$ cat src/rtl/core/pgqd_pkg.sv
// Shared types, constants and the sigmoid entry function for the plate grid quad decoder.
// No dependencies; every other file imports this package.
`timescale 1ns / 1ps
`default_nettype none
package pgqd_pkg;

  localparam int GRID_DIM_MAX_DEF    = 64;
  localparam int SIGMOID_ENTRIES_DEF = 1024;
  localparam int CFG_AW              = 5;

  // Configuration register indexes
  localparam logic [2:0] REG_SIDE_SCALE = 3'd0;
  localparam logic [2:0] REG_MIN_CONF   = 3'd1;
  localparam logic [2:0] REG_LOGIT_MODE = 3'd2;
  localparam logic [2:0] REG_PPC_X      = 3'd3;
  localparam logic [2:0] REG_PPC_Y      = 3'd4;
  localparam logic [2:0] REG_MIN_BOX_W  = 3'd5;
  localparam logic [2:0] REG_MIN_BOX_H  = 3'd6;

  localparam logic [15:0] RST_SIDE_SCALE = 16'd1984;
  localparam logic [15:0] RST_MIN_CONF   = 16'd32768;
  localparam logic [15:0] RST_PPC        = 16'd4096;
  localparam logic [15:0] RST_MIN_BOX_W  = 16'd461;
  localparam logic [15:0] RST_MIN_BOX_H  = 16'd154;

  typedef struct packed {
    logic [15:0] side_scale;
    logic [15:0] min_confidence;
    logic        logit_mode;
    logic [15:0] ppc_x;
    logic [15:0] ppc_y;
    logic [15:0] min_box_w;
    logic [15:0] min_box_h;
  } cfg_t;

  typedef enum logic [3:0] {
    S_IDLE, S_LOOK, S_CONF, S_MUL, S_OFS, S_PLO, S_PHI, S_GATE, S_EMIT
  } state_t;

  typedef struct packed {
    logic       load;
    logic       look;
    logic       conf;
    logic       mul;
    logic       ofs;
    logic       plo;
    logic       phi;
    logic       gate;
    logic       emit;
    logic [2:0] idx;
  } cmd_t;

  typedef struct packed {
    logic last;
    logic out_free;
  } sts_t;

  // shift-and-subtract quotient of two non-negative values, elaboration only
  function automatic longint div_u(input longint dividend, input longint divisor);
    longint quo, rem;
    quo = 0;
    rem = 0;
    for (int b = 62; b >= 0; b--) begin
      rem = (rem <<< 1) | ((dividend >>> b) & 1);
      if (rem >= divisor) begin
        rem = rem - divisor;
        quo = quo | (longint'(1) <<< b);
      end
    end
    return quo;
  endfunction

  // Q2.30 evaluation of one sigmoid entry, elaboration only
  function automatic logic [15:0] sigmoid_entry(input longint i, input longint n);
    longint one, d, ad, a, u, term, sum, den, num;
    logic   neg;
    one  = longint'(1) << 30;
    d    = 2 * i + 1 - n;
    neg  = (d < 0);
    ad   = neg ? -d : d;
    a    = div_u(ad * 8 * one, n);
    u    = a >>> 4;
    term = one;
    sum  = one;
    for (int k = 1; k <= 8; k++) begin
      term = div_u(div_u(term * u, one), longint'(k));
      sum  = ((k & 1) == 1) ? sum - term : sum + term;
    end
    for (int k = 0; k < 4; k++) sum = (sum * sum) >>> 30;
    den = one + sum;
    num = neg ? sum : one;
    num = div_u(65536 * num + (den >>> 1), den);
    return (num > 65535) ? 16'hFFFF : num[15:0];
  endfunction

endpackage
`default_nettype wire

$ cat src/rtl/core/pgqd_ctrl.sv
// Sequencer for the plate grid quad decoder: steps one cell through lookup,
// eight corner passes, the box gate and the result transfer. Depends on pgqd_pkg.
`timescale 1ns / 1ps
`default_nettype none
module pgqd_ctrl import pgqd_pkg::*; (
  input  wire logic clk,
  input  wire logic rst_n,
  input  wire logic in_valid,
  output logic      in_stall,
  input  sts_t      sts,
  output cmd_t      cmd
);

  state_t     state_r, state_nxt;
  logic [2:0] idx_r, idx_nxt;

  always_ff @(posedge clk) begin
    if (!rst_n) begin
      state_r <= S_IDLE;
      idx_r   <= 3'd0;
    end else begin
      state_r <= state_nxt;
      idx_r   <= idx_nxt;
    end
  end

  always_comb begin
    state_nxt = state_r;
    idx_nxt   = idx_r;
    cmd       = '0;
    cmd.idx   = idx_r;
    in_stall  = 1'b1;
    unique case (state_r)
      S_IDLE: begin
        in_stall = 1'b0;
        if (in_valid) begin
          cmd.load  = 1'b1;
          state_nxt = S_LOOK;
        end
      end
      S_LOOK: begin
        cmd.look  = 1'b1;
        state_nxt = S_CONF;
      end
      S_CONF: begin
        cmd.conf  = 1'b1;
        idx_nxt   = 3'd0;
        state_nxt = S_MUL;
      end
      S_MUL: begin
        cmd.mul   = 1'b1;
        state_nxt = S_OFS;
      end
      S_OFS: begin
        cmd.ofs   = 1'b1;
        state_nxt = S_PLO;
      end
      S_PLO: begin
        cmd.plo   = 1'b1;
        state_nxt = S_PHI;
      end
      S_PHI: begin
        cmd.phi = 1'b1;
        if (idx_r == 3'd7) begin
          state_nxt = S_GATE;
        end else begin
          idx_nxt   = idx_r + 3'd1;
          state_nxt = S_MUL;
        end
      end
      S_GATE: begin
        cmd.gate  = 1'b1;
        state_nxt = sts.last ? S_EMIT : S_IDLE;
      end
      S_EMIT: begin
        // hold until the output register is free
        if (sts.out_free) begin
          cmd.emit  = 1'b1;
          state_nxt = S_IDLE;
        end
      end
      default: state_nxt = S_IDLE;
    endcase
  end

endmodule
`default_nettype wire

$ cat config.mk
export PLATFORM = sky130hd
export DESIGN_NAME = pgqd_ctrl
export DESIGN_NICKNAME = d
export VERILOG_FILES = /design/src/rtl/core/pgqd_pkg.sv /design/src/rtl/core/pgqd_ctrl.sv
export SDC_FILE = /design/constraint.sdc
export NUM_CORES = 1
export LEC_CHECK = 0
export ABC_AREA = 1
export BUFFER_PORTS_ARGS = -buffer_cell sky130_fd_sc_hd__buf_2
export CAP_MARGIN = 25
export CORE_AREA = 8 8 45 47
export CTS_CLUSTER_DIAMETER = 40
export CTS_CLUSTER_SIZE = 25
export DETAILED_ROUTE_END_ITERATION = 6
export DIE_AREA = 0 0 53 55
export PLACE_DENSITY_LB_ADDON = 0.05
export SLEW_MARGIN = 20
export SYNTH_ARGS = -nofsm -noshare
export SYNTH_HDL_FRONTEND = slang
export SYNTH_SLANG_ARGS = --single-unit
$ cat constraint.sdc
create_clock -name clk -period 3.6 [get_ports clk]
set_input_delay 0.72 -clock clk [delete_from_list [all_inputs] [get_ports clk]]
set_output_delay 0.72 -clock clk [all_outputs]
set_load 0.01 [all_outputs]
**Word-level counts from Yosys, hierarchy flattened**

Index checks and enable logic that the tools add are counted.

- Bits in registers: 7
- Bits of input ports: 5
- Word-level logic and storage cells: 38

- Add/sub/neg operators: 1
- Equality and inequality tests: 12
- Multiplexer cells: 19
- Reduce and logical (&&, ||, !) cells: 4

Operators with widths:

| cell | count |
|---|---|
| case mux 4 bit (9 select lines) | 1 |
| == test 4 x 3 -> 1 bit (second input constant) | 4 |
| two-way mux 1 bit | 12 |
| two-way mux 4 bit | 3 |
| == test 4 x 2 -> 1 bit (second input constant) | 2 |
| two-way mux 3 bit | 2 |
| inequality test 2 bit (second input constant) | 3 |
| case mux 3 bit (2 select lines) | 1 |
| == test 4 x 1 -> 1 bit (second input constant) | 1 |
| == test 4 bit (second input constant) | 1 |
| zero test 4 bit | 1 |
| AND reduction 2 bit | 2 |
| adder 3 x 1 -> 3 bit (second input constant) | 1 |
| == test 3 bit (second input constant) | 1 |
| nonzero test 2 bit | 1 |

**Logic depth before layout (Yosys ltp)**

Gate-level depths: netlist (run 1).

- Depth after elaboration: 3
- Mapped depth: 8

**Least setup slack after synthesis (run 1)**

No wires, ideal clock.

- Path type: input to output
- Start point: input sts[0] (netlist bit)
- End point: output cmd[3] (netlist bit)
- Arrival: 1.156 ns
- Required time: 2.880 ns
- Setup slack: 1.724 ns
- Stages: 2
- Path buffers: 0
- Cell sequence: inv_1 -> nor4_1

RTL lines:

| element | RTL line | source |
|---|---|---|
| from (decl) | pgqd_ctrl.sv:10 | `input sts_t sts,` |
| to (decl) | pgqd_ctrl.sv:11 | `output cmd_t cmd` |

==> results of run 1 <==
[stage by stage]
step	hold WS, ps	util	cells	power, mW	cell area (um^2)
final	528	0.438	113	0.254	606
after global routing	579	0.438	113	0.277	606
after CTS	535	0.438	113	0.259	606
after detailed placement	523	0.419	109	0.184	579
after global placement	519	0.419	109	0.184	579
after floorplan	534	-	76	0.157	474
[power groups by stage]
stage / logic, mW / clock network [mW] / registers, mW
finish: 0.0846 / 0.0722 / 0.0970
global route: 0.0969 / 0.0818 / 0.0983
detailed placement: 0.0859 / 0 / 0.0985
global placement: 0.0858 / 0 / 0.0986
floorplan: 0.0574 / 0 / 0.0992
CTS: 0.0863 / 0.0757 / 0.0969
[state kept, by name, indices dropped and copies added (netlist names)]
| signal | flops |
|---|---|
| idx_r | 3 |
| state_r | 4 |
[layer usage]
metal	part of all wire	vias to the layer above	track usage	wire length [um]
li1	-	277	-	-
met1	0.46	201	0.102	552
met2	0.44	16	0.156	524
met3	0.076	4	0.0187	91
met4	0.021	0	0.0647	25
met5	0	-	0	0
[synth_stat cells, drive strengths merged]
library cell / number
inv: 18
nor3: 1
nand3b: 2
nand3: 5
nand4: 1
a21oi: 1
nand2: 14
nor2: 21
dfxtp: 7
a31oi: 1
nor4: 1
ha: 2
o22ai: 1
o211ai: 1
[worst min path at each step]
stage | start | end | depth (start not counted)
2_1_floorplan | idx_r[0] | idx_r[0] | 2
3_3_place_gp | idx_r[0] | idx_r[0] | 2
3_5_place_dp | idx_r[0] | idx_r[0] | 2
4_1_cts | idx_r[0] | idx_r[0] | 2
5_1_grt | idx_r[0] | idx_r[0] | 2
6_report | idx_r[0] | idx_r[0] | 2
[cells by family after synthesis]
kind of cell,after synthesis,share of synthesized area
adder cells (fa/ha/maj),2,0.0528
flip-flops,7,0.296
AND/OR/NAND/NOR,45,0.456
buffers and inverters,18,0.142
AO/OA/AOI/OAI,4,0.0528
[cell type report]
class | count | area [um^2] | area share
well taps | 16 | 20.0 | 0.0331
clock buffers | 4 | 26.3 | 0.0434
flip-flops and latches | 7 | 140 | 0.231
inverters | 18 | 67.6 | 0.112
multi-input cells | 51 | 267 | 0.440
repair buffers | 17 | 85.1 | 0.140
[critical path: stages (launching register included)]
cell	delay, ps
dfxtp_1	350
nor2_1	270
inv_1	100
nor2_1	150
inv_1	70
nor2_1	80
buf_2	130
==> results.json, run 1 <==
{
  "status": "complete, no violations",
  "drtAntennaViolNets": 0,
  "die_y_um": 55,
  "start_kind": "register",
  "endpoint": "cmd[11]",
  "final_common_cell": "nor2_1",
  "rsz0062_at_grt": "false",
  "synth_fp_nets": 83,
  "cts_buffers": 3,
  "worst_slack_ps": 1490,
  "critPathRequiredTime_ps": 2880,
  "fin_skew_ps": 0.551,
  "max_cap_viol_count": 0,
  "nNetsFinal": 105,
  "synthTopCellsByArea": "dfxtp_1 (30%), nor2_1 (14%), inv_1 (10%)",
  "cts.reportedPaths.clkPinSlew_ps": 50,
  "synth_area_per_cell_um2": 6.24,
  "regToRegSetupSlack_ps": 2320,
  "critPathMaxFanout": 4,
  "drt_iter0_drc": 9,
  "min_path_type": "reg -> reg",
  "drive_gt1_frac": 0.320,
  "final_cell_mix": "nor2_1 (18), buf_2 (17), inv_1 (13), nand2_1 (12), dfxtp_1 (7)",
  "fin_tns_setup_ps": 0,
  "pwr-share-seq": 0.382,
  "p_sw_frac": 0.363,
  "synthDistinctLibCells": 18,
  "p_switching_mw": 0.0922,
  "ys_ff_latch": 7,
  "hold_viol": 0,
  "clkSinkCount": 7,
  "cts_htree_levels": 1,
  "syn_to_final_growth_pct": 27.7,
  "synth_top_area_share": 0.296,
  "p_per_area_nw_per_um2": 419,
  "finalSetupViolCount": 0,
  "dpl_worst_slack_ps": 1660,
  "r2r_start": "idx_r[0]",
  "path_class": "reg -> out",
  "die_w_um": 53,
  "cp-startpoint": "state_r[3]",
  "coreArea_um2": 1380,
  "grt_max_degree": 6,
  "via_per_inst": 4.41,
  "clkPwrFrac": 0.285,
  "clkLatencyLatePin_ps": 250,
  "ios": 18,
  "finalWeightedCongestion": 0.803,
  "yosysTopAreaCell": "dfxtp_1",
  "period_share": 0.587,
  "syn_area_um2": 474,
  "ys_seq_area_frac": 0.296,
  "grt_pass1_vias": 501,
  "nFillCells": 165,
  "routedWlPerCell_um": 10.6,
  "rows": 14,
  "cts_buffer_depth": 2,
  "vias": 498,
  "portBuffers": 17,
  "wirelength_um": 1190,
  "cts_hold_buf": 0,
  "grt-ovfl-total": 0,
  "syn_inst": 76,
  "reg2reg_to": "idx_r[0]",
  "clockRootBuffer": "clkbuf_4",
  "antenna_found_initial": 0,
  "slew_headroom": 0.804,
  "drv_slew": 0,
  "grt_pass1_wl_um": 2010,
  "drc": 0,
  "start_util": 0.343,
  "tritoncts": "done",
  "min_period_ps": 2110,
  "pwr-share-comb": 0.333,
  "post-cts-setup-buffers": 0,
  "track_usage": 0.0925,
  "drt_first_pass_iters": 4,
  "cts_resized": 0,
  "clock.fmax_ghz": 0.474,
  "cp.arrival_ps": 1390,
  "peakVddDrop_mv": 0.206,
  "dieArea_um2": 2920,
  "worst_setup_path_end_kind": "output pin",
  "p_leak_nw": 0.340,
  "dp_hpwl_um": 1000,
  "tightestPinTransition_ps": 292,
  "yosys_warnings": 0,
  "diodes": 0,
  "p_int_mw": 0.162,
  "rr_worst_depth": 8
}
Note: power is estimated with default switching activity, not from simulation.
==> run 2, diff against run 1 <==
==> constraint.sdc (replaced) <==
create_clock -name clk -period 2.2 [get_ports clk]
set_input_delay 0.44 -clock clk [delete_from_list [all_inputs] [get_ports clk]]
set_output_delay 0.44 -clock clk [all_outputs]
set_load 0.01 [all_outputs]
==> run 2 against run 1 <==
Total power rose by 65%. Sequential power rose by 65%. First-iteration DRC count is 56% lower. Global-route usage rose by 0.70 points. Critical path depth is the same. Clock power rose by 63%. Routed wire length up 5.9%. Critical path type unchanged. Critical endpoint unchanged. Sequential share of layout area is the same. Via count increased by 2.8%. Combinational power is 67% higher. Count of clock-buffer cells in the layout stayed put. Largest power group unchanged. Utilization unchanged.
==> results.json, run 2 (synthesized netlist as in run 1, its figures left out) <==
{
  "pwr-share-seq": 0.382,
  "cts_htree_levels": 1,
  "tritoncts": "done",
  "max_cap_viol_count": 0,
  "vias": 512,
  "p_int_mw": 0.265,
  "finalSetupViolCount": 0,
  "drt_iter0_drc": 4,
  "grt_pass1_vias": 539,
  "start_util": 0.343,
  "hp-start": "sts[1]",
  "coreArea_um2": 1380,
  "rsz0062_at_grt": "false",
  "critical-path-max-stage-delay_ps": 370,
  "ios": 18,
  "largest_reg_flops": 4,
  "crit_buf_inv": 3,
  "cts_resized": 0,
  "track_usage": 0.0995,
  "cts.reportedPaths.clkPinSlew_ps": 50,
  "clkSinkCount": 7,
  "tightestPinTransition_ps": 262,
  "hold-path-endpoint": "state_r[3]",
  "cts_hold_buf": 0,
  "die_w_um": 53,
  "finalWeightedCongestion": 0.763,
  "nNetsFinal": 105,
  "dieArea_um2": 2920,
  "critPathTopFamily": "simple AND/OR/NAND/NOR gates",
  "p_switching_mw": 0.153,
  "crit_top_cell": "nor2_1",
  "p_sw_frac": 0.367,
  "cts_buffer_depth": 2,
  "r2r_start": "idx_r[0]",
  "clkPwrFrac": 0.281,
  "p_leak_nw": 0.340,
  "diodes": 0,
  "final_common_cell": "nor2_1",
  "crit_chain": "nor2_1 > inv_1 > nor2_1 > inv_1 > nor2_1 > buf_2",
  "critPathMaxFanout": 5,
  "pwr-share-comb": 0.337,
  "slew_headroom": 0.825,
  "p_total_mw": 0.418,
  "p_per_area_nw_per_um2": 690,
  "wirelength_um": 1260,
  "regToRegSetupSlack_ps": 930,
  "routedWlPerCell_um": 11.2,
  "drc": 0,
  "syn_to_final_growth_pct": 27.7,
  "holdPathStages": 3,
  "peakVddDrop_mv": 0.295,
  "slowest_stage": "dfxtp_1",
  "regMostFlops": "state_r",
  "fin_tns_setup_ps": 0,
  "min_period_ps": 1800,
  "grt_max_degree": 6,
  "dp_hpwl_um": 1050,
  "path_class": "reg -> out",
  "critPathRequiredTime_ps": 1760,
  "cts_buffers": 3,
  "antenna_found_initial": 0,
  "via_per_inst": 4.53,
  "rr_worst_depth": 8,
  "period_share": 0.818,
  "rows": 14,
  "post-cts-setup-buffers": 0,
  "fin_skew_ps": 2.15,
  "start_kind": "register",
  "hold_viol": 0,
  "drv_slew": 0,
  "clockRootBuffer": "clkbuf_4",
  "status": "complete, no violations",
  "portBuffers": 17,
  "grt-ovfl-total": 0,
  "die_y_um": 55,
  "reg2reg_to": "idx_r[0]",
  "clkLatencyLatePin_ps": 250,
  "clock.fmax_ghz": 0.556,
  "cp.arrival_ps": 1360,
  "min_path_type": "in -> reg",
  "worst_setup_path_end_kind": "output pin",
  "drtAntennaViolNets": 0,
  "grt_pass1_wl_um": 2100,
  "reg.largest.list": "state_r x4, idx_r x3",
  "drive_gt1_frac": 0.320,
  "final_cell_mix": "nor2_1 (18), buf_2 (17), inv_1 (13), nand2_1 (12), dfxtp_1 (7)",
  "drt_first_pass_iters": 4
}
## run 2: final cells by class
class / instances / area, um^2
Timing Repair Buffer: 17 / 85.1
Sequential cell: 7 / 140
Fill cell: 177 / 778
Multi-Input combinational cell: 51 / 267
Tap cell: 16 / 20.0
Clock buffer: 4 / 26.3
Inverter: 18 / 67.6
## run 2: power groups by stage
stage                     Combinational (mW)  Sequential (mW)  Clock (mW)
after floorplan                       0.0940            0.162           0
after global placement                 0.144            0.162           0
after detailed placement               0.142            0.162           0
after CTS                              0.143            0.159       0.125
after global routing                   0.161            0.162       0.132
final                                  0.141            0.160       0.118
## run 2: worst max path at each step
stage / from / to / slack (ps) / depth (start not counted)
2_1_floorplan: state_r[3] / cmd[11] / 800 / 5
3_3_place_gp: state_r[2] / cmd[11] / 630 / 6
3_5_place_dp: state_r[2] / cmd[11] / 660 / 6
4_1_cts: state_r[2] / cmd[11] / 380 / 6
5_1_grt: state_r[2] / cmd[11] / 230 / 6
6_report: state_r[2] / cmd[11] / 400 / 6
## run 2: worst reg2reg max path, cell delays in order, from the launching register on
cell and delay [ps]:
dfxtp_1 340, ha_1 210, ha_1 190, inv_1 80
nand3_1 120, nand2_1 100, nand2_1 50, nand2_1 50
nor2_1 40
## run 2: stage by stage
step	util	cells	instance area, um^2	hold slack [ps]	worst slack [ps]
after floorplan	-	76	474	534	802
after global placement	0.419	109	579	526	633
after detailed placement	0.419	109	579	532	662
after CTS	0.438	113	606	433	376
after global routing	0.438	113	606	435	233
final	0.438	113	606	439	401
## run 2: per-layer routing
| metal | vias to the layer above | routed length [um] | GRT usage |
|---|---|---|---|
| met5 | - | 0 | 0 |
| met4 | 0 | 0 | 0.0647 |
| met3 | 0 | 109 | 0.0455 |
| met2 | 14 | 586 | 0.172 |
| met1 | 223 | 567 | 0.0944 |
| li1 | 275 | - | - |
