===== src/rtl/core/pgqd_pkg.sv =====
// Shared types, constants and the sigmoid entry function for the plate grid quad decoder.
// No dependencies; every other file imports this package.
`timescale 1ns / 1ps
`default_nettype none
package pgqd_pkg;

  localparam int GRID_DIM_MAX_DEF    = 64;
  localparam int SIGMOID_ENTRIES_DEF = 1024;
  localparam int CFG_AW              = 5;

  // Configuration register indexes
  localparam logic [2:0] REG_SIDE_SCALE = 3'd0;
  localparam logic [2:0] REG_MIN_CONF   = 3'd1;
  localparam logic [2:0] REG_LOGIT_MODE = 3'd2;
  localparam logic [2:0] REG_PPC_X      = 3'd3;
  localparam logic [2:0] REG_PPC_Y      = 3'd4;
  localparam logic [2:0] REG_MIN_BOX_W  = 3'd5;
  localparam logic [2:0] REG_MIN_BOX_H  = 3'd6;

  localparam logic [15:0] RST_SIDE_SCALE = 16'd1984;
  localparam logic [15:0] RST_MIN_CONF   = 16'd32768;
  localparam logic [15:0] RST_PPC        = 16'd4096;
  localparam logic [15:0] RST_MIN_BOX_W  = 16'd461;
  localparam logic [15:0] RST_MIN_BOX_H  = 16'd154;

  typedef struct packed {
    logic [15:0] side_scale;
    logic [15:0] min_confidence;
    logic        logit_mode;
    logic [15:0] ppc_x;
    logic [15:0] ppc_y;
    logic [15:0] min_box_w;
    logic [15:0] min_box_h;
  } cfg_t;

  typedef enum logic [3:0] {
    S_IDLE, S_LOOK, S_CONF, S_MUL, S_OFS, S_PLO, S_PHI, S_GATE, S_EMIT
  } state_t;

  typedef struct packed {
    logic       load;
    logic       look;
    logic       conf;
    logic       mul;
    logic       ofs;
    logic       plo;
    logic       phi;
    logic       gate;
    logic       emit;
    logic [2:0] idx;
  } cmd_t;

  typedef struct packed {
    logic last;
    logic out_free;
  } sts_t;

  // shift-and-subtract quotient of two non-negative values, elaboration only
  function automatic longint div_u(input longint dividend, input longint divisor);
    longint quo, rem;
    quo = 0;
    rem = 0;
    for (int b = 62; b >= 0; b--) begin
      rem = (rem <<< 1) | ((dividend >>> b) & 1);
      if (rem >= divisor) begin
        rem = rem - divisor;
        quo = quo | (longint'(1) <<< b);
      end
    end
    return quo;
  endfunction

  // Q2.30 evaluation of one sigmoid entry, elaboration only
  function automatic logic [15:0] sigmoid_entry(input longint i, input longint n);
    longint one, d, ad, a, u, term, sum, den, num;
    logic   neg;
    one  = longint'(1) << 30;
    d    = 2 * i + 1 - n;
    neg  = (d < 0);
    ad   = neg ? -d : d;
    a    = div_u(ad * 8 * one, n);
    u    = a >>> 4;
    term = one;
    sum  = one;
    for (int k = 1; k <= 8; k++) begin
      term = div_u(div_u(term * u, one), longint'(k));
      sum  = ((k & 1) == 1) ? sum - term : sum + term;
    end
    for (int k = 0; k < 4; k++) sum = (sum * sum) >>> 30;
    den = one + sum;
    num = neg ? sum : one;
    num = div_u(65536 * num + (den >>> 1), den);
    return (num > 65535) ? 16'hFFFF : num[15:0];
  endfunction

endpackage
`default_nettype wire


===== src/rtl/core/pgqd_cfg.sv =====
// APB-style configuration register file for the plate grid quad decoder.
// Depends on pgqd_pkg.
`timescale 1ns / 1ps
`default_nettype none
module pgqd_cfg import pgqd_pkg::*; (
  input  wire logic              clk,
  input  wire logic              rst_n,
  input  wire logic              psel,
  input  wire logic              penable,
  input  wire logic              pwrite,
  input  wire logic [CFG_AW-1:0] paddr,
  input  wire logic [31:0]       pwdata,
  output logic [31:0]            prdata,
  output cfg_t                   cfg
);

  cfg_t       cfg_r;
  logic [2:0] reg_idx;

  assign reg_idx = paddr[CFG_AW-1:2];
  assign cfg     = cfg_r;

  always_ff @(posedge clk) begin
    if (!rst_n) begin
      cfg_r.side_scale     <= RST_SIDE_SCALE;
      cfg_r.min_confidence <= RST_MIN_CONF;
      cfg_r.logit_mode     <= 1'b1;
      cfg_r.ppc_x          <= RST_PPC;
      cfg_r.ppc_y          <= RST_PPC;
      cfg_r.min_box_w      <= RST_MIN_BOX_W;
      cfg_r.min_box_h      <= RST_MIN_BOX_H;
    end else if (psel && penable && pwrite) begin
      unique case (reg_idx)
        REG_SIDE_SCALE: cfg_r.side_scale     <= pwdata[15:0];
        REG_MIN_CONF:   cfg_r.min_confidence <= pwdata[15:0];
        REG_LOGIT_MODE: cfg_r.logit_mode     <= pwdata[0];
        REG_PPC_X:      cfg_r.ppc_x          <= pwdata[15:0];
        REG_PPC_Y:      cfg_r.ppc_y          <= pwdata[15:0];
        REG_MIN_BOX_W:  cfg_r.min_box_w      <= pwdata[15:0];
        REG_MIN_BOX_H:  cfg_r.min_box_h      <= pwdata[15:0];
        default: ;
      endcase
    end
  end

  always_comb begin
    unique case (reg_idx)
      REG_SIDE_SCALE: prdata = {16'd0, cfg_r.side_scale};
      REG_MIN_CONF:   prdata = {16'd0, cfg_r.min_confidence};
      REG_LOGIT_MODE: prdata = {31'd0, cfg_r.logit_mode};
      REG_PPC_X:      prdata = {16'd0, cfg_r.ppc_x};
      REG_PPC_Y:      prdata = {16'd0, cfg_r.ppc_y};
      REG_MIN_BOX_W:  prdata = {16'd0, cfg_r.min_box_w};
      REG_MIN_BOX_H:  prdata = {16'd0, cfg_r.min_box_h};
      default:        prdata = 32'd0;
    endcase
  end

endmodule
`default_nettype wire


===== config.mk =====
export PLATFORM = sky130hd
export DESIGN_NAME = pgqd_cfg
export DESIGN_NICKNAME = d
export VERILOG_FILES = /design/src/rtl/core/pgqd_pkg.sv /design/src/rtl/core/pgqd_cfg.sv
export SDC_FILE = /design/constraint.sdc
export NUM_CORES = 1
export LEC_CHECK = 0
export ABC_CLOCK_PERIOD_IN_PS = 3700
export BUFFER_PORTS_ARGS = -buffer_cell sky130_fd_sc_hd__buf_2
export CORE_UTILIZATION = 53
export DETAILED_ROUTE_END_ITERATION = 8
export PLACE_DENSITY = 0.84
export SLEW_MARGIN = 20
export SYNTH_ARGS = -nofsm -noshare
export SYNTH_HDL_FRONTEND = slang
export SYNTH_SLANG_ARGS = --single-unit
export TNS_END_PERCENT = 20

===== constraint.sdc =====
create_clock -name clk -period 3.7 [get_ports clk]
set_input_delay 0.74 -clock clk [delete_from_list [all_inputs] [get_ports clk]]
set_output_delay 0.74 -clock clk [all_outputs]
set_load 0.05 [all_outputs]

* Word level (Yosys, flattened, before mapping) *
Cells that the tools add are included.
Widths: inputs -> output; s select.

storage, ports and cells
  memories = 0
  input port bits = 42
  output and inout port bits = 129
  ROM bits = 0
  bits in writable memories = 0
  logic and storage cells = 24
  bits in registers = 97
  bits in latches = 0

operators by class
  $add $sub $neg = 0
  div/mod/pow operators = 0
  equality and inequality tests = 6
  bitwise operators = 0
  shifts and indexed selects = 0
  muxes and demuxes = 1
  order comparisons = 0
  reduce and logical (&&, ||, !) cells = 10
  $mul = 0

operator list
  operator            number
  $pmux 16 s7         1
  $reduce_and 2->1    7
  $eq 3x3->1 const B  3
  $eq 3x2->1 const B  2
  $eq 3x1->1 const B  1
  $logic_not 3->1     1
  $logic_and 1x1->1   2

* Longest topological paths before layout *
Gate-level depths: netlist (run 1).

  word-level depth = 3
  mapped depth = 6
  gate-level depth less buffers = 3

* Least setup slack after synthesis (run 1) *
Ideal clock, no wire load.

  path type = input to output
  start = in paddr[4]
  end = out prdata[10]
  buffers on the path = 1
  slack = 0.451 ns
  required time = 2.960 ns
  stages on the path = 4
  arrival time = 2.509 ns
  cells stage by stage = buf_4 > nor2b_1 > a22oi_1 > a221oi_1

on the way
  word-level cells in the longest chain between the ends = 2
  elaborated cells between the ends (all ways) = 8
  classes of those cells = 6 x eq/ne; 1 x mux; 1 x reduce/logical

RTL lines
  element                                   line            text
  start, declared                           pgqd_cfg.sv:11  input wire logic [CFG_AW-1:0] paddr,
  $eq 3x3->1, or another cell as far along  pgqd_cfg.sv:47  unique case (reg_idx)
  $pmux 16 s7 *                             pgqd_cfg.sv:47
  end, declared                             pgqd_cfg.sv:13  output logic [31:0] prdata,

Mark *: on every way between the ends. The rest lies on a longest branch, timed or not.

* Worst setup path after layout (run 1) *
  start = in paddr[3]
  end = out prdata[1]

Same word-level chain as after synthesis.

==> results of run 1 <==
==> area by class of cell <==
class	instances	area [µm²]
well taps	105	131
clock buffers	11	151
multi-input cells	331	2380
fillers	694	2840
clock inverters	5	60.1
repair buffers	151	796
flip-flops and latches	97	1940
inverters	10	37.5
==> critical path, cell delays in order <==
cell and delay, ns:
buf_2 0.42, and3b_1 0.57, a22oi_1 0.18, o211ai_1 0.13, buf_2 0.29
==> layer usage <==
metal,vias up,track usage [%]
li1,1865,-
met1,1953,35.5
met2,182,47.5
met3,25,6.32
met4,0,10.3
met5,-,0
==> cells by family after synthesis <==
family | share of synthesized area [%]
and+or+nand+nor | 15.0
muxes | 26.1
DFF | 41.7
buffers and inverters | 8.50
AOI/OAI and AO/OA | 8.55
other | 0.0806
==> per-stage QoR <==
stage	hold WS (ns)	setup slack (ns)	util (%)	area, µm²	std cells
4_1_cts	0.478	0.616	65.9	5500	710
3_3_place_gp	0.451	0.636	63.4	5290	694
5_1_grt	0.489	0.490	65.9	5500	710
3_5_place_dp	0.464	0.625	63.4	5290	694
2_1_floorplan	0.681	0.451	-	4710	490
6_report	0.476	0.610	65.9	5500	710
==> power by group through the flow <==
stage               Combinational (mW)  Sequential (mW)  Clock [mW]
global placement                 0.266             1.08           0
floorplan                        0.195             1.11           0
detailed placement               0.270             1.08           0
global route                     0.288             1.06       0.780
CTS                              0.270             1.06       0.739
finish                           0.272             1.06       0.738
==> worst max-delay path by stage <==
stage / from / endpoint / cells after the start
6_report: paddr[3] / prdata[1] / 5
4_1_cts: paddr[3] / prdata[11] / 6
3_3_place_gp: paddr[3] / prdata[7] / 6
5_1_grt: paddr[3] / prdata[8] / 6
2_1_floorplan: paddr[4] / prdata[10] / 4
3_5_place_dp: paddr[3] / prdata[8] / 6
==> placed cells by master (no fill, tap or decap), types with 2 or more instances in the layout <==
master	Yosys	final
nor2b_1	19	19
dfxtp_1	97	97
nor2_1	2	2
a22oi_1	13	13
o211ai_1	12	12
mux2_2	13	13
and3b_1	2	2
a221oi_1	7	7
o311ai_0	3	3
o21ai_0	3	3
mux2_1	4	4
o21ai_1	3	3
a2bb2oi_1	5	5
nand3_1	5	5
buf_2	9	135
inv_1	10	10
nand4_1	2	2
inv_6	0	2
nor2_2	2	2
a21oi_1	5	5
a211oi_1	2	2
buf_4	23	16
clkbuf_8	0	11
mux2i_1	100	100
nand2_1	99	99
conb_1	1	16
nand2_4	2	2
==> summary.md, run 1 <==
| Metric | Value |
|---|---|
| Die extent in x | 95.7 µm |
| Ys async rst share | 0% |
| Initial antenna violation count | 0 |
| Post-CTS setup buffers | 0 |
| Max Slew Vio Count | 0 |
| Cell variety after synth | 42 |
| Global placement routability congestion | 0.828 |
| Syn Inst Count | 475 |
| DR top layer | met4 |
| Leak pwr | 2.70 nW |
| N_diodes | 0 |
| I/O pin total | 171 |
| Residual DRC | 0 |
| Hold endpoint | cfg[77] |
| Routed Antenna Nets | 0 |
| Flop2flop setup slack | 2.97 ns |
| Final WL | 12.8 mm |
| Worst Reg-to-Reg Cells | 2 |
| Initial cell density of the core | 55.8% |
| Setup violators final | 0 |
| Tot Pwr | 2.07 mW |
| Slew headroom | 54.8% |
| Fmax achieved | 324 MHz |
| Hold Startpoint | cfg[77] |
| P_sw | 596 µW |
| Hold WC Path Type | register to register |
| Post-synth top area share | 41.7% |
| Main synth FF type | dfxtp_1 |
| Critical Path AT | 2.35 ns |
| WL met3 | 987 µm |
| Yosys synthesis warning count | 0 |
| Final-report hold violation count | 0 |
| Largest register FFs | 97 |
| Tightest Pin Transition | 0.677 ns |
| # rows | 33 |
| Vias in the first global route | 3770 |
| Die area | 0.00916 mm² |
| Clk pin slew, worst setup/hold paths | 0.10 ns |
| Nets@finish | 642 |
| Status | complete, no violations |
| Vias per inst | 5.67 |
| Pwr/cell area | 376 mW/mm² |
| Post-synthesis cell area | 0.00465 mm² |
| Setup CP Type | input pin to output port |
| Sw frac | 28.8% |
| RSZ-0062 raised after global routing | false |
| CTS tree | built |
| Clock root buffer | clkbuf_8 |
| Nature of the critical path startpoint | input pin |
| Clk_lat worst skew | 0.36 ns |
| Combinational share of power | 13.1% |
| P_int | 1.47 mW |
| GR Util All Layers | 28.3% |
| Clock sink count | 97 |
| DPL Wire Length | 8.82 mm |
| Num CTS Buffers | 9 |
| Clock power frac | 35.7% |
| Wire length per cell | 18.0 µm |
| Total core area | 0.00834 mm² |
| Clk buf depth | 2 |
| Max_cap viols | 0 |
| Met2 wire len | 6.31 mm |
| Top cells by area, synth | dfxtp_1 42%, mux2i_1 22%, nand2_1 8.0%, buf_4 3.7%, mux2_2 3.1% |
| Post_cts resized | 0 |
| Yosys reg bits | 97 |
| DR vias | 4025 |
| Share of layout cells above drive strength 1 | 31.2% |
| Top cell type by total area after synthesis | dfxtp_1 |
| 1st-iter DRT viols | 211 |
| Req. time, crit path | 2.96 ns |
| VDD IR max | 0.218 mV |
| Fin crit period | 3.09 ns |
| Largest driver fanout on the critical path | 21 |
| EDFF count, synth | 0 |
| First-pass GRT wire length | 19.6 mm |
| Hold depth | 2 |
| Sequential Power Share | 51.2% |
| DRT met1 WL | 5.22 mm |
| Avg Synthesized Cell Area | 9.80 µm² |
| Crit. End Element | output port |
| R2R Path End | cfg[18] |
| Layout area overhead | 18.1% |
| Length of the first detailed-routing pass in iterations | 5 |
| Count leader, synth | mux2i_1 |
| Gr ovfl total | 0 |
| Skew final | 0 ns |
| Largest net degree at the start of global routing | 63 |
| IO buf count | 136 |
| Die Y | 95.7 µm |
| Setup TNS | 0 ns |
| Hold buffers post-CTS | 0 |
| Synth top cells by count | 100 x mux2i_1, 99 x nand2_1, 97 x dfxtp_1 |
| FF-to-FF Start | cfg[18] |
| Register area share after synthesis | 41.7% |
| H-tree levels | 3 |
| Final period util | 83.5% |
No activity file was read; power rests on OpenSTA's default activity.
==> run 2: changes to the inputs <==
--- a/config.mk
+++ b/config.mk
@@ -5,11 +5,11 @@
 export SDC_FILE = /design/constraint.sdc
 export NUM_CORES = 1
 export LEC_CHECK = 0
-export ABC_CLOCK_PERIOD_IN_PS = 3700
+export ABC_CLOCK_PERIOD_IN_PS = 2850
 export BUFFER_PORTS_ARGS = -buffer_cell sky130_fd_sc_hd__buf_2
-export CORE_UTILIZATION = 53
+export CORE_UTILIZATION = 50
 export DETAILED_ROUTE_END_ITERATION = 8
-export PLACE_DENSITY = 0.84
+export PLACE_DENSITY = 0.8
 export SLEW_MARGIN = 20
 export SYNTH_ARGS = -nofsm -noshare
 export SYNTH_HDL_FRONTEND = slang
==> constraint.sdc (replaced) <==
create_clock -name clk -period 2.85 [get_ports clk]
set_input_delay 0.57 -clock clk [delete_from_list [all_inputs] [get_ports clk]]
set_output_delay 0.57 -clock clk [all_outputs]
set_load 0.05 [all_outputs]
==> summary.md, run 2 (synthesis gave the netlist of run 1 again) <==
| Metric | Value |
|---|---|
| Gr ovfl total | 0 (unchanged) |
| Fmax achieved | 378 MHz |
| Req. time, crit path | 2.28 ns (-0.68 ns) |
| H-tree levels | 3 (unchanged) |
| Setup CP Type | input pin to output port |
| Delay of the slowest critical-path stage | 0.50 ns (-0.07 ns) |
| Routed Antenna Nets | 0 (unchanged) |
| Final-report hold violation count | 0 (unchanged) |
| Pwr/cell area | 475 mW/mm² (+26%) |
| CTS tree | built |
| Status | complete, but fails checks |
| Clk buf depth | 2 (unchanged) |
| Clock root buffer | clkbuf_8 |
| Crit-path cells | buf_2, and3b_1, a22oi_1, o211ai_1, buf_2 |
| Max Slew Vio Count | 0 (unchanged) |
| Critical Path AT | 2.07 ns (-0.28 ns) |
| Failing checks | design-rule violations |
| N_diodes | 0 (unchanged) |
| IO buf count | 136 (unchanged) |
| Final period util | 92.7% |
| Clk_lat worst skew | 0.36 ns (about the same) |
| Placed cell count | 703 (+1.3%) |
| GR Util All Layers | 26.4% (-1.8 points) |
| Leak pwr | 2.73 nW (+1.2%) |
| Placed Instance Area | 0.00537 mm² (+1.5%) |
| Clock sink count | 97 (unchanged) |
| Initial antenna violation count | 0 (unchanged) |
| Die extent in x | 98.5 µm (+2.9%) |
| Crit path top cell by count | buf_2 |
| Final hold slack | 0.473 ns (-0.00325 ns) |
| Hold buffers post-CTS | 0 (unchanged) |
| Vias in the first global route | 3855 (+2.3%) |
| Flop2flop setup slack | 2.11 ns (-0.86 ns) |
| Pre-CTS WS | 0.190 ns (-0.435 ns) |
| FF-to-FF Start | cfg[1] |
| First-pass GRT wire length | 20.0 mm (+2.1%) |
| Hold WC Path Type | register to register |
| VDD IR max | 0.246 mV (+13%) |
| I/O pin total | 171 (unchanged) |
| Residual DRC | 11 (+11) |
| CP Launch Point | paddr[3] |
| Crit. End Element | output port |
| Share of layout cells above drive strength 1 | 31.8% (+0.51 points) |
| Crit path to | prdata[13] |
| Tightest Pin Transition | 0.527 ns (-0.150 ns) |
| Die area | 0.00970 mm² (+5.9%) |
| DPL Wire Length | 9.13 mm (+3.6%) |
| Nets@finish | 648 (+0.93%) |
| Final WL | 12.8 mm (about the same) |
| Length of the first detailed-routing pass in iterations | 9 (+4) |
| Die Y | 98.5 µm (+2.9%) |
| Max_cap viols | 0 (unchanged) |
| RSZ-0062 raised after global routing | false |
| Fin area | 0.00556 mm² (+1.2%) |
| Num CTS Buffers | 9 (unchanged) |
| Most frequent cells in the layout | 135 x buf_2, 100 x mux2i_1, 99 x nand2_1, 97 x dfxtp_1, 20 x buf_4 |
| Largest register FFs | 97 (unchanged) |
| Commonest non-fill, non-tap cell in the layout | buf_2 |
| Worst Reg-to-Reg Cells | 2 (unchanged) |
| Global placement routability congestion | 0.825 (-0.39%) |
| Total core area | 0.00885 mm² (+6.1%) |
| Final Util | 62.9% (-3.0 points) |
| Fin crit period | 2.64 ns |
| Finished Layout Cells | 719 (+1.3%) |
| Highest-delay cell along the critical path | and3b_1 |
| Post-CTS setup buffers | 0 (unchanged) |
| Tot Pwr | 2.64 mW (+28%) |
| # rows | 34 (+3.0%) |
| Layout area overhead | 19.5% |
| Setup TNS | 0 ns (unchanged) |
| R2R Path End | cfg[1] |
| DR vias | 3991 (-0.84%) |
| Initial cell density of the core | 52.6% (-3.2 points) |
| Fill count | 769 (+11%) |
| Vias per inst | 5.55 (-2.1%) |
| Hold Startpoint | cfg[79] |
| Largest net degree at the start of global routing | 47 (-25%) |
| Clk pin slew, worst setup/hold paths | 0.08 ns (-0.02 ns) |
| Setup violators final | 0 (unchanged) |
| Largest driver fanout on the critical path | 17 (-19%) |
| Final worst setup slack | 0.207 ns (-0.403 ns) |
| 1st-iter DRT viols | 237 (+12%) |
| Post_cts resized | 0 (unchanged) |
| Nature of the critical path startpoint | input pin |
| Skew final | 0 ns (unchanged) |
| Wire length per cell | 17.8 µm (-1.2%) |
| Slew headroom | 64.8% (+10 points) |
[run 2: cell types whose count changed in the layout (fill, tap and decap cells not counted), sizes merged]
| cell | previous run | this run |
|---|---|---|
| buf | 151 | 157 |
| clkbuf | 11 | 12 |
| inv | 12 | 11 |
[run 2: worst max-delay path, delay by kind of cell]
kind            cells  cell delay, ns
compound gates      2            0.30
buf+inv             2            0.70
simple gates        1            0.50
[run 2: worst min-delay path by stage]
| stage | slack [ns] | to | cells after the start |
|---|---|---|---|
| floorplan | 0.68 | cfg[74] | 2 |
| global placement | 0.45 | cfg[78] | 2 |
| detailed placement | 0.46 | cfg[79] | 2 |
| CTS | 0.47 | cfg[79] | 2 |
| global route | 0.48 | cfg[89] | 3 |
| finish | 0.47 | cfg[79] | 2 |
[run 2: cell type report]
type / count / area, µm² / area share [%]
multi-input cells: 331 / 2380 / 42.9
flip-flops and latches: 97 / 1940 / 34.9
repair buffers: 157 / 866 / 15.6
clock buffers: 12 / 145 / 2.61
well taps: 108 / 135 / 2.43
clock inverters: 4 / 51.3 / 0.922
inverters: 10 / 37.5 / 0.675
[run 2: layer usage]
layer  share of wire [%]  track usage, %  wire length, µm  vias up
li1                    -               -                -     1879
met1                  40            31.4             5140     1930
met2                  50            46.4             6390      163
met3                 7.7            6.81              989       19
met4                 2.0            9.18              258        0
met5                   0               0                0        -
[run 2: report_power, final]
group / leakage, nW / total [mW] / switching, mW / internal (mW)
logic: 1.85 / 0.364 / 0.269 / 0.0953
registers: 0.783 / 1.37 / 0.00876 / 1.36
clock network: 0.0970 / 0.906 / 0.473 / 0.433
